### src/sv/sfs_pkg.sv
// Shared types and constants for the shift queue with search.
package sfs_pkg;

   localparam int DEPTH_DEF = 16;

   localparam int OP_W     = 3;
   localparam int WORD_W   = 32;
   localparam int STATUS_W = 2;
   localparam int POS_W    = 4;
   localparam int COUNT_W  = 5;
   localparam int CAP_W    = 5;

   localparam logic [CAP_W-1:0] CAP_RESET = 5'd16;

   typedef enum logic [OP_W-1:0] {
      OP_ENQ    = 3'd0,
      OP_DEQ    = 3'd1,
      OP_PEEK   = 3'd2,
      OP_CLEAR  = 3'd3,
      OP_SEARCH = 3'd4
   } op_type;

   typedef enum logic [STATUS_W-1:0] {
      STAT_OK       = 2'd0,
      STAT_FULL     = 2'd1,
      STAT_EMPTY    = 2'd2,
      STAT_NOTFOUND = 2'd3
   } status_type;

   typedef enum logic [1:0] {
      ST_IDLE = 2'b01,
      ST_SCAN = 2'b10
   } state_type;

   // per-cycle command broadcast to every cell
   typedef struct packed {
      logic push;        // write word into the cell at the tail
      logic pop;         // every cell takes its neighbor's word
      logic load_match;  // capture compare result
      logic scan;        // match bits move one cell toward the head
   } cell_ctrl_type;

endpackage

### src/sv/shift_fifo_with_search_top.sv
// Top level of the shift queue with search: control, capacity register and cell chain.
//
// Enqueue, dequeue, peek, clear and unused op codes are taken one per cycle; the
// result appears in the cycle after the op is accepted and busy stays low. A search
// compares all held entries at once, then shifts the match flags one cell toward
// the head per cycle until the first match reaches the head or every held entry
// has been passed on a miss; busy is high meanwhile and the result appears as busy
// falls. A search on an empty queue answers at once. Each result word is on the
// rsp_ ports for exactly one cycle with rsp_strobe high and is not held for the
// receiver. Capacity writes are always ready.
module shift_fifo_with_search_top #(
   parameter int DEPTH = sfs_pkg::DEPTH_DEF
) (
   input  logic                                clock,
   input  logic                                reset,
   input  logic                                start,
   output logic                                busy,
   input  logic [sfs_pkg::OP_W-1:0]            req_op,
   input  logic signed [sfs_pkg::WORD_W-1:0]   req_data_word,
   output logic                                rsp_strobe,
   output logic [sfs_pkg::STATUS_W-1:0]        rsp_status,
   output logic signed [sfs_pkg::WORD_W-1:0]   rsp_value,
   output logic [sfs_pkg::POS_W-1:0]           rsp_position,
   output logic [sfs_pkg::COUNT_W-1:0]         rsp_count,
   input  logic                                csr_valid,
   output logic                                csr_ready,
   input  logic [sfs_pkg::CAP_W-1:0]           csr_capacity
);

   localparam int AW = (DEPTH > 1) ? $clog2(DEPTH) : 1;
   localparam int CW = $clog2(DEPTH + 1);
   localparam int KW = (CW > sfs_pkg::CAP_W) ? CW : sfs_pkg::CAP_W;

   sfs_pkg::state_type     state_ff, state_in;
   logic [CW-1:0]          fill_ff, fill_in;
   logic [AW-1:0]          pos_ff, pos_in;
   logic [sfs_pkg::CAP_W-1:0] cap_ff;
   sfs_pkg::cell_ctrl_type ctrl;

   logic                              rsp_strobe_ff, rsp_strobe_in;
   logic [sfs_pkg::STATUS_W-1:0]      rsp_status_ff, rsp_status_in;
   logic signed [sfs_pkg::WORD_W-1:0] rsp_value_ff, rsp_value_in;
   logic [sfs_pkg::POS_W-1:0]         rsp_position_ff, rsp_position_in;
   logic [sfs_pkg::COUNT_W-1:0]       rsp_count_ff;

   logic signed [sfs_pkg::WORD_W-1:0] data_chain [DEPTH];
   logic                              match_chain [DEPTH];

   logic is_full;
   logic scan_last;

   // capacity above DEPTH saturates: the fill == DEPTH term covers it
   assign is_full   = (KW'(fill_ff) >= KW'(cap_ff)) || (fill_ff == CW'(DEPTH));
   assign scan_last = (CW'(pos_ff) + CW'(1)) >= fill_ff;

   genvar g;
   generate
      for (g = 0; g < DEPTH; g++) begin : g_cell
         logic signed [sfs_pkg::WORD_W-1:0] nxt_data;
         logic                              nxt_match;
         if (g == DEPTH - 1) begin : g_tail
            assign nxt_data  = data_chain[g];
            assign nxt_match = 1'b0;
         end else begin : g_mid
            assign nxt_data  = data_chain[g+1];
            assign nxt_match = match_chain[g+1];
         end
         sfs_cell #(
            .DEPTH (DEPTH),
            .INDEX (g)
         ) u_cell (
            .clock      (clock),
            .reset      (reset),
            .ctrl       (ctrl),
            .fill       (fill_ff),
            .word       (req_data_word),
            .next_data  (nxt_data),
            .next_match (nxt_match),
            .data       (data_chain[g]),
            .match      (match_chain[g])
         );
      end
   endgenerate

   always_comb begin
      state_in        = state_ff;
      fill_in         = fill_ff;
      pos_in          = pos_ff;
      ctrl            = '0;
      rsp_strobe_in   = 1'b0;
      rsp_status_in   = sfs_pkg::STAT_OK;
      rsp_value_in    = '0;
      rsp_position_in = '0;
      unique case (state_ff)
         sfs_pkg::ST_IDLE: begin
            if (start) begin
               rsp_strobe_in = 1'b1;
               unique case (req_op)
                  sfs_pkg::OP_ENQ: begin
                     if (is_full) begin
                        rsp_status_in = sfs_pkg::STAT_FULL;
                     end else begin
                        ctrl.push = 1'b1;
                        fill_in   = fill_ff + CW'(1);
                     end
                  end
                  sfs_pkg::OP_DEQ: begin
                     if (fill_ff == '0) begin
                        rsp_status_in = sfs_pkg::STAT_EMPTY;
                     end else begin
                        rsp_value_in = data_chain[0];
                        ctrl.pop     = 1'b1;
                        fill_in      = fill_ff - CW'(1);
                     end
                  end
                  sfs_pkg::OP_PEEK: begin
                     if (fill_ff == '0) begin
                        rsp_status_in = sfs_pkg::STAT_EMPTY;
                     end else begin
                        rsp_value_in = data_chain[0];
                     end
                  end
                  sfs_pkg::OP_CLEAR: begin
                     fill_in = '0;
                  end
                  sfs_pkg::OP_SEARCH: begin
                     if (fill_ff == '0) begin
                        rsp_status_in = sfs_pkg::STAT_NOTFOUND;
                     end else begin
                        rsp_strobe_in   = 1'b0;
                        ctrl.load_match = 1'b1;
                        pos_in          = '0;
                        state_in        = sfs_pkg::ST_SCAN;
                     end
                  end
                  default: begin
                  end
               endcase
            end
         end
         sfs_pkg::ST_SCAN: begin
            // head cell holds the match flag of entry pos_ff
            if (match_chain[0]) begin
               rsp_strobe_in   = 1'b1;
               rsp_position_in = sfs_pkg::POS_W'(pos_ff);
               state_in        = sfs_pkg::ST_IDLE;
            end else if (scan_last) begin
               rsp_strobe_in = 1'b1;
               rsp_status_in = sfs_pkg::STAT_NOTFOUND;
               state_in      = sfs_pkg::ST_IDLE;
            end else begin
               ctrl.scan = 1'b1;
               pos_in    = pos_ff + AW'(1);
            end
         end
         default: begin
            state_in = sfs_pkg::ST_IDLE;
         end
      endcase
   end

   always_ff @(posedge clock) begin
      if (reset) begin
         state_ff      <= sfs_pkg::ST_IDLE;
         fill_ff       <= '0;
         pos_ff        <= '0;
         cap_ff        <= sfs_pkg::CAP_RESET;
         rsp_strobe_ff <= 1'b0;
      end else begin
         state_ff      <= state_in;
         fill_ff       <= fill_in;
         pos_ff        <= pos_in;
         rsp_strobe_ff <= rsp_strobe_in;
         if (csr_valid) begin
            cap_ff <= csr_capacity;
         end
      end
   end

   always_ff @(posedge clock) begin
      rsp_status_ff   <= rsp_status_in;
      rsp_value_ff    <= rsp_value_in;
      rsp_position_ff <= rsp_position_in;
      rsp_count_ff    <= sfs_pkg::COUNT_W'(fill_in);
   end

   assign busy         = (state_ff == sfs_pkg::ST_SCAN);
   assign csr_ready    = 1'b1;
   assign rsp_strobe   = rsp_strobe_ff;
   assign rsp_status   = rsp_status_ff;
   assign rsp_value    = rsp_value_ff;
   assign rsp_position = rsp_position_ff;
   assign rsp_count    = rsp_count_ff;

endmodule

### src/sv/sfs_cell.sv
// One queue cell: holds an entry and a match flag, both shift toward the head.
module sfs_cell #(
   parameter int DEPTH = sfs_pkg::DEPTH_DEF,
   parameter int INDEX = 0,
   localparam int CW = $clog2(DEPTH + 1)
) (
   input  logic                              clock,
   input  logic                              reset,
   input  sfs_pkg::cell_ctrl_type            ctrl,
   input  logic [CW-1:0]                     fill,
   input  logic signed [sfs_pkg::WORD_W-1:0] word,
   input  logic signed [sfs_pkg::WORD_W-1:0] next_data,
   input  logic                              next_match,
   output logic signed [sfs_pkg::WORD_W-1:0] data,
   output logic                              match
);

   logic signed [sfs_pkg::WORD_W-1:0] data_ff, data_in;
   logic                              match_ff, match_in;
   logic                              held;

   assign held = CW'(INDEX) < fill;

   always_comb begin
      data_in = data_ff;
      if (ctrl.push && fill == CW'(INDEX)) begin
         data_in = word;
      end else if (ctrl.pop) begin
         data_in = next_data;
      end
   end

   always_comb begin
      match_in = match_ff;
      if (ctrl.load_match) begin
         match_in = held && (data_ff == word);
      end else if (ctrl.scan) begin
         match_in = next_match;
      end
   end

   always_ff @(posedge clock) begin
      data_ff <= data_in;
   end

   always_ff @(posedge clock) begin
      if (reset) begin
         match_ff <= 1'b0;
      end else begin
         match_ff <= match_in;
      end
   end

   assign data  = data_ff;
   assign match = match_ff;

endmodule
### config.mk
export PLATFORM = sky130hd
export DESIGN_NAME = shift_fifo_with_search_top
export DESIGN_NICKNAME = d
export VERILOG_FILES = /design/src/sv/sfs_pkg.sv /design/src/sv/shift_fifo_with_search_top.sv /design/src/sv/sfs_cell.sv
export SDC_FILE = /design/constraint.sdc
export NUM_CORES = 1
export LEC_CHECK = 0
export BUFFER_PORTS_ARGS = -buffer_cell sky130_fd_sc_hd__buf_2
export CAP_MARGIN = 20
export CORE_ASPECT_RATIO = 0.6
export CORE_UTILIZATION = 35
export DETAILED_ROUTE_END_ITERATION = 10
export PLACE_DENSITY_LB_ADDON = 0.1
export SLEW_MARGIN = 10
export SYNTH_ARGS = -nofsm -noshare
export SYNTH_HDL_FRONTEND = slang
export SYNTH_SLANG_ARGS = --single-unit
### constraint.sdc
create_clock -name clock -period 4.2 [get_ports clock]
set_input_delay 0.84 -clock clock [delete_from_list [all_inputs] [get_ports clock]]
set_output_delay 0.84 -clock clock [all_outputs]
set_load 0.01 [all_outputs]
# After elaboration in Yosys (flattened, before gate mapping)
# Cells that the tools add are included.
# word_totals
reg_bits	588
out_inout_bits	46
# op_classes
magnitude_cmp	18
add_sub_neg	4
eq_ne	44
reduce_logical	57
n_mux	103
bitwise_logic	3
# op_table
op	n
$mux W32	30
$eq A32 B32 Y1	16
$mux W1	46
$eq A5 B4 Y1 const B	8
$lt A4 B5 Y1 const A	8
$reduce_bool A2 Y1	17
$logic_and A1 B1 Y1	32
$eq A5 B3 Y1 const B	4
$lt A3 B5 Y1 const A	4
$mux W2	10
$mux W4	5
$mux W5	4
$pmux W5 S3	1
$eq A5 B2 Y1 const B	2
$ge A5 B5 Y1	2
$lt A1 B5 Y1 const A	2
$lt A2 B5 Y1 const A	2
$ne A2 B2 Y1 const B	4
$pmux W2 S2	2
$pmux W4 S2	1
$eq A3 B2 Y1 const B	2
$mux W3	2
$pmux W2 S3	1
$reduce_and A6 Y1	1
other kinds (21)	23

# Depth between registers and ports, before layout
# Gate-level depths: netlist of run 1.
# logic_depth
depth_word	8
ltp_mapped	11
mapped_depth_nobuf	8

# By module
# From an unflattened synthesis of run 1, not the netlist that was laid out.
# hier_totals
hier_cells	2173
area_unflattened_um2	32581.2
# modules_own_cells
module	cells_per_inst	seq_area_each_um2	area_per_inst_um2	instances
sfs_cell (g_cell[1].u_cell ...)	118	980.9	1920.6	2
sfs_cell (g_cell[0].u_cell ...)	119	980.9	1900.6	2
shift_fifo_with_search_top	268	1201.2	2519.9	1
sfs_cell (g_cell[10].u_cell)	120	980.9	1929.4	1
sfs_cell (g_cell[9].u_cell)	119	980.9	1926.8	1
sfs_cell (g_cell[8].u_cell)	120	980.9	1905.6	1
sfs_cell (g_cell[13].u_cell)	120	980.9	1904.3	1
sfs_cell (g_cell[6].u_cell)	119	980.9	1901.8	1
sfs_cell (g_cell[14].u_cell)	119	980.9	1896.8	1
sfs_cell (g_cell[4].u_cell)	118	980.9	1893.1	1
sfs_cell (g_cell[11].u_cell)	118	980.9	1891.8	1
sfs_cell (g_cell[2].u_cell)	124	980.9	1811.7	1
sfs_cell (g_cell[5].u_cell)	118	980.9	1803.0	1
sfs_cell (g_cell[15].u_cell)	119	980.9	1799.2	1
sfs_cell (g_cell[7].u_cell)	117	980.9	1755.4	1

# Worst setup path after synthesis of run 1
# No wires, ideal clock.
# synth_timing
path_type	reg-to-reg
start	register fill_ff[1]
end	register g_cell[1].u_cell.data_ff, in the netlist g_cell[1].u_cell.data[0], enable pin
period_less_slack_ns	3.381
path_stages_with_launch	12
required_time_ns	3.806
setup_slack_ns	0.819
t_arrival_ns	2.987
setup_time_ns	0.394
cell_sequence	dfxtp_1 clkbuf_1 inv_1 ha_1 buf_2 nand4bb_1 nand4_2 a21oi_2 and3_1 buf_2 buf_2 nand2b_1
# synth_via
elab_chain_cells	8
# synth_lines
element	line_no	source
from (decl)	shift_fifo_with_search_top.sv:35	logic [CW-1:0] fill_ff, fill_in;
from (signal assigned)	shift_fifo_with_search_top.sv:171	fill_ff <= fill_in;
$ge A5 B5 Y1 or $eq A5 B5 Y1 (tied branches)	shift_fifo_with_search_top.sv:53	assign is_full = (KW'(fill_ff) >= KW'(cap_ff)) || (fill_ff == CW'(DEPTH));
$logic_or A1 B1 Y1	shift_fifo_with_search_top.sv:53	
$mux W1	shift_fifo_with_search_top.sv:100	if (is_full) begin
$mux W1	shift_fifo_with_search_top.sv:98	unique case (req_op)
$mux W3	shift_fifo_with_search_top.sv:96	if (start) begin
$mux W3	shift_fifo_with_search_top.sv:94	unique case (state_ff)
$logic_and A1 B1 Y1	sfs_cell.sv:26	if (ctrl.push && fill == CW'(INDEX)) begin
$reduce_bool A2 Y1 (no line) (*)	n/a	
to (signal assigned)	sfs_cell.sv:43	data_ff <= data_in;
to (decl)	sfs_cell.sv:18	logic signed [sfs_pkg::WORD_W-1:0] data_ff, data_in;
# Mark *: on every way between the ends. The rest lies on a longest branch, timed or not.
# A chain may end at the register's enable or synchronous reset.

# Worst setup path after layout of run 1
# layout_timing
start	register fill_ff[3]
end	register g_cell[7].u_cell.data_ff, in the netlist g_cell[7].u_cell.data[7], enable pin
# layout_via
elab_chain_cells	8
# layout_lines
element	line_no
$ge A5 B5 Y1 or $eq A5 B5 Y1 (tied branches)	shift_fifo_with_search_top.sv:53
$logic_or A1 B1 Y1	shift_fifo_with_search_top.sv:53
$mux W1	shift_fifo_with_search_top.sv:100
$mux W1	shift_fifo_with_search_top.sv:98
$mux W3	shift_fifo_with_search_top.sv:96
$mux W3	shift_fifo_with_search_top.sv:94
$logic_and A1 B1 Y1	sfs_cell.sv:26
$reduce_bool A2 Y1 (no line) (*)	n/a
to (signal assigned)	sfs_cell.sv:43
to (decl)	sfs_cell.sv:18
# Marks and branches as above.

==> results.py, run 1 <==
metrics = {
    "worst_setup_path": {
        "arrival_ps": 3620,
        "crit_required_ps": 4490,
        "crit_path_frequent_cell": "buf_4",
        "critPathMaxStageDelay_ps": 860,
        "critical_path.slowest_cell": "dfxtp_1",
        "crit_path_end_kind": "flip-flop",
        "crit_type": "flip-flop to flip-flop",
        "critPathMaxFanout": 32,
        "cp_cell_sequence": "ha_1, and2_1, a21oi_2, buf_4, nand4_4, buf_4, nand2_1, buf_4",
        "critPathLaunchType": "flip-flop",
    },
    "route": {
        "wirelength_um": 98590,
        "firstDrtPassIters": 7,
        "drt_iter0_drc": 1769,
        "drc": 0,
        "routedWlPerCell_um": 28.02,
        "vias": 18570,
        "ant_nets": 0,
        "via_per_inst": 5.279,
    },
    "global_route": {
        "antenna_found_initial": 3,
        "grt_pass1_wl_um": 140000,
        "grt_use_total_pct": 21.89,
        "grt_pass1_vias": 18520,
        "grt_max_degree": 34,
        "overflow": 0,
    },
    "yosys": {
        "yosys_warnings": 0,
        "synth_top_area_share_pct": 49.69,
        "synth.area.top_cells": "edfxtp_1 50%, mux2_2 17%, xnor2_1 9.4%",
        "netlist_area_um2": 30940,
        "ys.flop_type": "edfxtp_1",
        "avgSynthCellArea_um2": 13.83,
        "async_reset_ff_share_pct": 0,
        "syn-num-nets": 2299,
        "synth_cell_types": 67,
        "yosys_register_bits": 588,
        "synth_top_area_cell": "edfxtp_1",
        "synth-edff-count": 512,
        "synth-seq-area-share_pct": 54.61,
        "netlist_instances": 2237,
    },
    "final_layout": {
        "layout_common_cells": "512 x edfxtp_1, 456 x mux2_2, 332 x xnor2_1",
        "regArea_um2": 16900,
        "area_growth_syn_to_layout_pct": 11.96,
        "fill_cells": 8201,
        "multiInputGateArea_um2": 13020,
        "final_cells": 3518,
        "drive_gt1_share_pct": 33.21,
        "stdcell_area_um2": 34640,
        "final_nets": 2364,
        "final_common_cell": "edfxtp_1",
    },
    "cts": {
        "post_cts_resized": 0,
        "cts_buffers": 59,
        "path_clk_slew_ps": 60,
        "clock_latency_ps": 660,
        "cts-root-buf": "clkbuf_16",
        "cts_sinks": 588,
        "clockBufferDepth": 3,
        "hold_buffers": 0,
        "tritoncts": "built",
        "cts_setup_buffers": 0,
        "h-tree-depth": 2,
    },
    "placed_design": {
        "place_congestion": 0.8699,
        "portBuffers": 88,
        "placed_cells": 3402,
        "hpwl_um": 73470,
        "placed_area_um2": 32820,
        "pre_cts_ws_ps": 912.1,
    },
    "pwr": {
        "switching_share_pct": 23.88,
        "p_leak_nw": 11.73,
        "power_density_nw_per_um2": 352.0,
        "clkPwrFrac_pct": 42.2,
        "p_switching_mw": 2.912,
        "seqPwrFrac_pct": 51.6,
        "intPower_mw": 9.283,
        "power_frac_comb_pct": 6.3,
        "ir_worst_vdd_uv": 312.9,
    },
    "sta": {
        "whs_ps": 438.7,
        "setup_tns_ps": 0,
        "hold_viol": 0,
        "setup_viol": 0,
        "slew_viol_final": 0,
        "finalCriticalPeriod_ps": 3333,
        "postLayoutSetupSlackWorst_ps": 866.6,
        "tightest_slew_ps": 910.3,
        "max_freq_ghz": 0.3000,
        "finalCritPeriodShare_pct": 79.37,
        "rsz0062_at_grt": "no",
        "slew_headroom_pct": 38.88,
        "final.setup_skew_ps": 22.98,
    },
    "floorplanning": {
        "die_h_um": 232.3,
        "coreArea_um2": 87550,
        "start_util_pct": 35.34,
        "die-area_um2": 89630,
        "die_w_um": 385.8,
        "io_pins": 90,
        "placementRows": 84,
    },
    "status": {
        "status": "finished clean",
    },
    "run": {
        "cap_violations": 0,
    },
    "hold_path": {
        "hold_class": "input pin to flip-flop",
    },
}
-- critical path, delay by kind of cell (launching register included) --
family                   cells  cell delay (ps)
buffers and inverters        3             1020
adder cells (fa/ha/maj)      1              350
AND/OR/NAND/NOR              3              530
flip-flops                   1              860
AO/OA/AOI/OAI                1              160
-- sequential cells by signal, indices dropped and copies added (netlist names) --
| signal | cells |
|---|---|
| state_ff | 2 |
| rsp_strobe | 1 |
| pos_ff | 4 |
| rsp_position | 4 |
| fill_ff | 5 |
| cap_ff | 5 |
| rsp_count | 5 |
| g_cell.u_cell.data | 512 |
| rsp_value | 32 |
| rsp_status | 2 |
| g_cell.u_cell.match | 16 |
-- path summary, 6_finish.rpt --
path / from / end / slack (ps) / cells after the start
max reg2reg: fill_ff[3] / g_cell[7].u_cell.data[7] / 870 / 8
min reg2reg: g_cell[10].u_cell.match / g_cell[10].u_cell.match / 490 / 1
max: fill_ff[3] / g_cell[7].u_cell.data[7] / 870 / 8
min: csr_capacity[4] / cap_ff[4] / 440 / 3
-- synth_stat cells, types with 4 or more instances --
| library cell | n |
|---|---|
| ha_1 | 18 |
| clkbuf_1 | 109 |
| buf_2 | 32 |
| or3_1 | 4 |
| nor2_1 | 13 |
| nor3_1 | 16 |
| a2bb2oi_1 | 6 |
| a21oi_1 | 12 |
| edfxtp_1 | 512 |
| mux2_2 | 456 |
| buf_6 | 22 |
| mux2i_1 | 15 |
| nor4_1 | 58 |
| nor2b_1 | 4 |
| inv_1 | 16 |
| mux2_4 | 18 |
| nand3_1 | 8 |
| a31oi_1 | 4 |
| and2_1 | 38 |
| xor2_1 | 183 |
| buf_4 | 5 |
| and3_1 | 9 |
| nand2_1 | 30 |
| o21ai_0 | 18 |
| mux2_1 | 7 |
| nand4_1 | 102 |
| nand2b_1 | 7 |
| o211ai_1 | 5 |
| dfxtp_1 | 76 |
| nand4_4 | 7 |
| a211oi_1 | 6 |
| xnor2_1 | 332 |
| o22ai_1 | 11 |
| buf_1 | 31 |
-- kinds of logic (layout without fill, tap and decap cells) --
| family | after synthesis | count (layout) | synth area share, % |
|---|---|---|---|
| AOI/OAI and AO/OA | 90 | 90 | 2.054 |
| buffers and inverters | 215 | 330 | 3.332 |
| adders and majority gates | 18 | 18 | 0.7279 |
| and+or+nand+nor | 314 | 314 | 6.474 |
| DFF | 588 | 588 | 54.61 |
| muxes | 496 | 496 | 18.21 |
| xor gates and xnor gates | 515 | 515 | 14.58 |
| other | 1 | 6 | 0.01212 |
-- area by class of cell --
| class | instances | share of cell area [%] |
|---|---|---|
| Antenna cell | 5 | 0.03612 |
| Clock buffer | 86 | 4.837 |
| Clock inverter | 25 | 0.3684 |
| Inverter | 16 | 0.1734 |
| Multi-Input combinational cell | 1434 | 37.60 |
| Sequential cell | 588 | 48.78 |
| Tap cell | 1161 | 4.194 |
| Timing Repair Buffer | 203 | 4.017 |
-- layer usage --
layer / share of wire (%) / vias to the layer above / track usage [%] / routed length, um
met1: 56 / 9595 / 37.31 / 54760
met3: 7.6 / 80 / 5.494 / 7508
met2: 36 / 556 / 26.41 / 35040
met5: 0 / - / 0 / 0
met4: 1.3 / 0 / 3.656 / 1281
li1: - / 8342 / - / -
-- stage by stage --
step                utilization (%)  power (mW)
floorplan                         -       6.849
finish                        39.57       12.19
CTS                           39.55       12.35
global route                  39.55       12.59
global placement              37.49       7.170
detailed placement            37.49       7.167
-- power by group through the flow --
stage               registers, mW  clock network (mW)  logic [mW]
global placement             6.42                   0       0.754
floorplan                    6.41                   0       0.436
global route                 6.29                5.49       0.805
detailed placement           6.42                   0       0.752
CTS                          6.29                5.30       0.758
finish                       6.29                5.14       0.764
No activity file was read; power rests on OpenSTA's default activity.
==> inputs of run 2 (changes only) <==
ABC_AREA = 1   (was default)
clock period = 3.35 ns   (was 4.2 ns; I/O delays follow)
==> results.py, run 2 <==
metrics = {
    "status": {
        "status": "finished clean",
    },
    "cts": {
        "clock_latency_ps": 680,
        "hold_buffers": 0,
        "cts_setup_buffers": 0,
        "clockBufferDepth": 3,
        "path_clk_slew_ps": 70,
        "cts_sinks": 588,
        "h-tree-depth": 2,
        "cts-root-buf": "clkbuf_16",
        "tritoncts": "built",
        "cts_buffers": 61,
        "post_cts_resized": 0,
    },
    "yosys": {
        "synth_top_family_by_area": "simple AND/OR/NAND/NOR gates",
        "netlist_instances": 3648,
        "yosys_register_bits": 588,
        "synth-simple-area-share_pct": 20.69,
        "synthAdderAreaFrac_pct": 0.7124,
        "synth.area.top_cells": "edfxtp_1 49%, nand2_1 14%, xnor2_1 5.7%",
        "yosysMostFrequentCell": "nand2_1",
        "yosys_warnings": 0,
        "synth-edff-count": 512,
        "synth_compound_area_share_pct": 10.23,
        "synth_top_area_cell": "edfxtp_1",
        "avgSynthCellArea_um2": 8.666,
        "ys.flop_type": "edfxtp_1",
        "synth-seq-area-share_pct": 53.44,
        "synth_top_area_share_pct": 48.63,
        "netlist_area_um2": 31620,
        "ys_top_cells_by_count": "1187 x nand2_1, 512 x edfxtp_1, 322 x o21ai_0",
        "syn-num-nets": 3710,
        "synth_cell_types": 38,
        "synth_xor_area_share_pct": 7.701,
        "async_reset_ff_share_pct": 0,
        "muxShareOfSynthArea_pct": 0,
    },
    "worst_setup_path": {
        "critPathLaunchType": "flip-flop",
        "reg2regPathDepth": 12,
        "crit_path_end_kind": "flip-flop",
        "arrival_ps": 3560,
        "crit_type": "flip-flop to flip-flop",
        "critPathMaxFanout": 19,
        "crit_required_ps": 3930,
    },
    "placed_design": {
        "hpwl_um": 92550,
        "place_congestion": 0.8774,
        "portBuffers": 88,
    },
    "global_route": {
        "grt_pass1_wl_um": 174100,
        "grt_pass1_vias": 23480,
        "grt_use_total_pct": 26.43,
        "antenna_found_initial": 2,
        "overflow": 0,
        "grt_max_degree": 65,
    },
    "sta": {
        "finalCritPeriodShare_pct": 89.09,
        "finalCriticalPeriod_ps": 2985,
        "rsz0062_at_grt": "no",
        "slew_viol_final": 0,
        "setup_viol": 0,
        "final.setup_skew_ps": 36.96,
        "hold_viol": 0,
        "setup_tns_ps": 0,
        "max_freq_ghz": 0.3350,
        "slew_headroom_pct": 26.22,
        "tightest_slew_ps": 1099,
    },
    "pwr": {
        "p_switching_mw": 4.368,
        "switching_share_pct": 25.60,
        "p_leak_nw": 14.74,
        "power_density_nw_per_um2": 476.4,
        "power_frac_comb_pct": 9.1,
        "seqPwrFrac_pct": 47.3,
        "intPower_mw": 12.70,
        "ir_worst_vdd_uv": 446.0,
        "clkPwrFrac_pct": 43.6,
    },
    "final_layout": {
        "num_antenna_cells": 0,
        "final_common_cell": "nand2_1",
        "fill_cells": 9163,
        "final_nets": 3788,
        "drive_gt1_share_pct": 11.11,
        "layout_common_cells": "1175 x nand2_1, 512 x edfxtp_1, 322 x o21ai_0",
        "area_growth_syn_to_layout_pct": 13.31,
        "final_util_pct": 40.48,
        "largest_reg_flops": 512,
    },
    "floorplanning": {
        "io_pins": 90,
        "die_w_um": 390.0,
        "placementRows": 84,
        "start_util_pct": 35.73,
        "coreArea_um2": 88490,
        "die-area_um2": 91580,
        "die_h_um": 234.8,
    },
    "route": {
        "drc": 0,
        "routedWlPerCell_um": 24.57,
        "ant_nets": 0,
        "firstDrtPassIters": 6,
        "drt_iter0_drc": 3460,
        "wirelength_um": 122400,
        "via_per_inst": 5.217,
        "vias": 26000,
    },
    "hold_path": {
        "holdPathStages": 3,
        "hold_class": "input pin to flip-flop",
    },
    "run": {
        "cap_violations": 0,
    },
}
run 2: changes by cell type in the layout (fill, tap and decap cells not counted), sizes merged, moves of 126 or more:
cell	change
nor2	+271
o21ai	+558
xnor2	-126
mux2	-481
nand2	+1158
inv	+227
run 2: through the flow:
| stage | cell area [um2] | setup slack [ps] | hold WS (ps) | power [mW] | cells |
|---|---|---|---|---|---|
| final | 35820 | 365.4 | 208.2 | 17.07 | 4983 |
| after global routing | 35820 | 171.5 | 184.5 | 17.54 | 4983 |
| after CTS | 35820 | 376.6 | 177.2 | 17.15 | 4983 |
| after detailed placement | 33710 | 399.6 | 468.0 | 9.735 | 4867 |
| after global placement | 33710 | 395.6 | 466.3 | 9.745 | 4867 |
| after floorplan | 31620 | 258.7 | 437.5 | 9.009 | 3648 |
run 2: worst max-delay path, stage by stage (launching register included):
cell	delay [ps]
dfxtp_1	350
buf_4	170
clkinv_1	280
ha_1	390
nand2_1	60
inv_1	50
nand2_1	60
nand2_1	50
nor2_2	130
nand3_2	380
nand2_1	530
o21ai_0	260
a21oi_1	180
run 2: power groups by stage:
| stage | logic, mW | registers (mW) | clock network (mW) |
|---|---|---|---|
| 2_1_floorplan | 0.797 | 8.21 | 0 |
| 3_3_place_gp | 1.51 | 8.23 | 0 |
| 3_5_place_dp | 1.51 | 8.23 | 0 |
| 4_1_cts | 1.51 | 8.07 | 7.56 |
| 5_1_grt | 1.65 | 8.08 | 7.82 |
| 6_report | 1.54 | 8.07 | 7.45 |
run 2: worst paths after layout:
path	startpoint	endpoint	slack [ps]
min reg2reg	cap_ff[2]	cap_ff[2]	470
min	csr_capacity[4]	cap_ff[4]	210
max	fill_ff[3]	g_cell[0].u_cell.match	370
max reg2reg	fill_ff[3]	g_cell[0].u_cell.match	370
run 2: kinds of logic (layout without fill, tap and decap cells):
kind of cell	count (synthesis)	count (layout)
adder cells (fa/ha/maj)	18	18
AND/OR/NAND/NOR	1647	1647
flip-flops	588	588
XOR/XNOR	278	278
other	1	1
buffers and inverters	493	624
AO/OA/AOI/OAI	623	623
run 2: layout make-up:
type | count | area, um2 | share of cell area (%)
Sequential cell | 588 | 16900 | 47.17
Tap cell | 1204 | 1506 | 4.205
Inverter | 253 | 949.7 | 2.651
Clock inverter | 33 | 397.9 | 1.111
Timing Repair Buffer | 255 | 1869 | 5.218
Multi-Input combinational cell | 2567 | 12490 | 34.88
Clock buffer | 83 | 1709 | 4.771
run 2: routing by layer:
metal	global-route usage, %	wire length (um)	vias to the layer above
li1	-	-	12120
met1	44.56	62920	12550
met2	30.62	41220	1212
met3	9.671	16820	106
met5	0	13	-
met4	3.862	1445	2
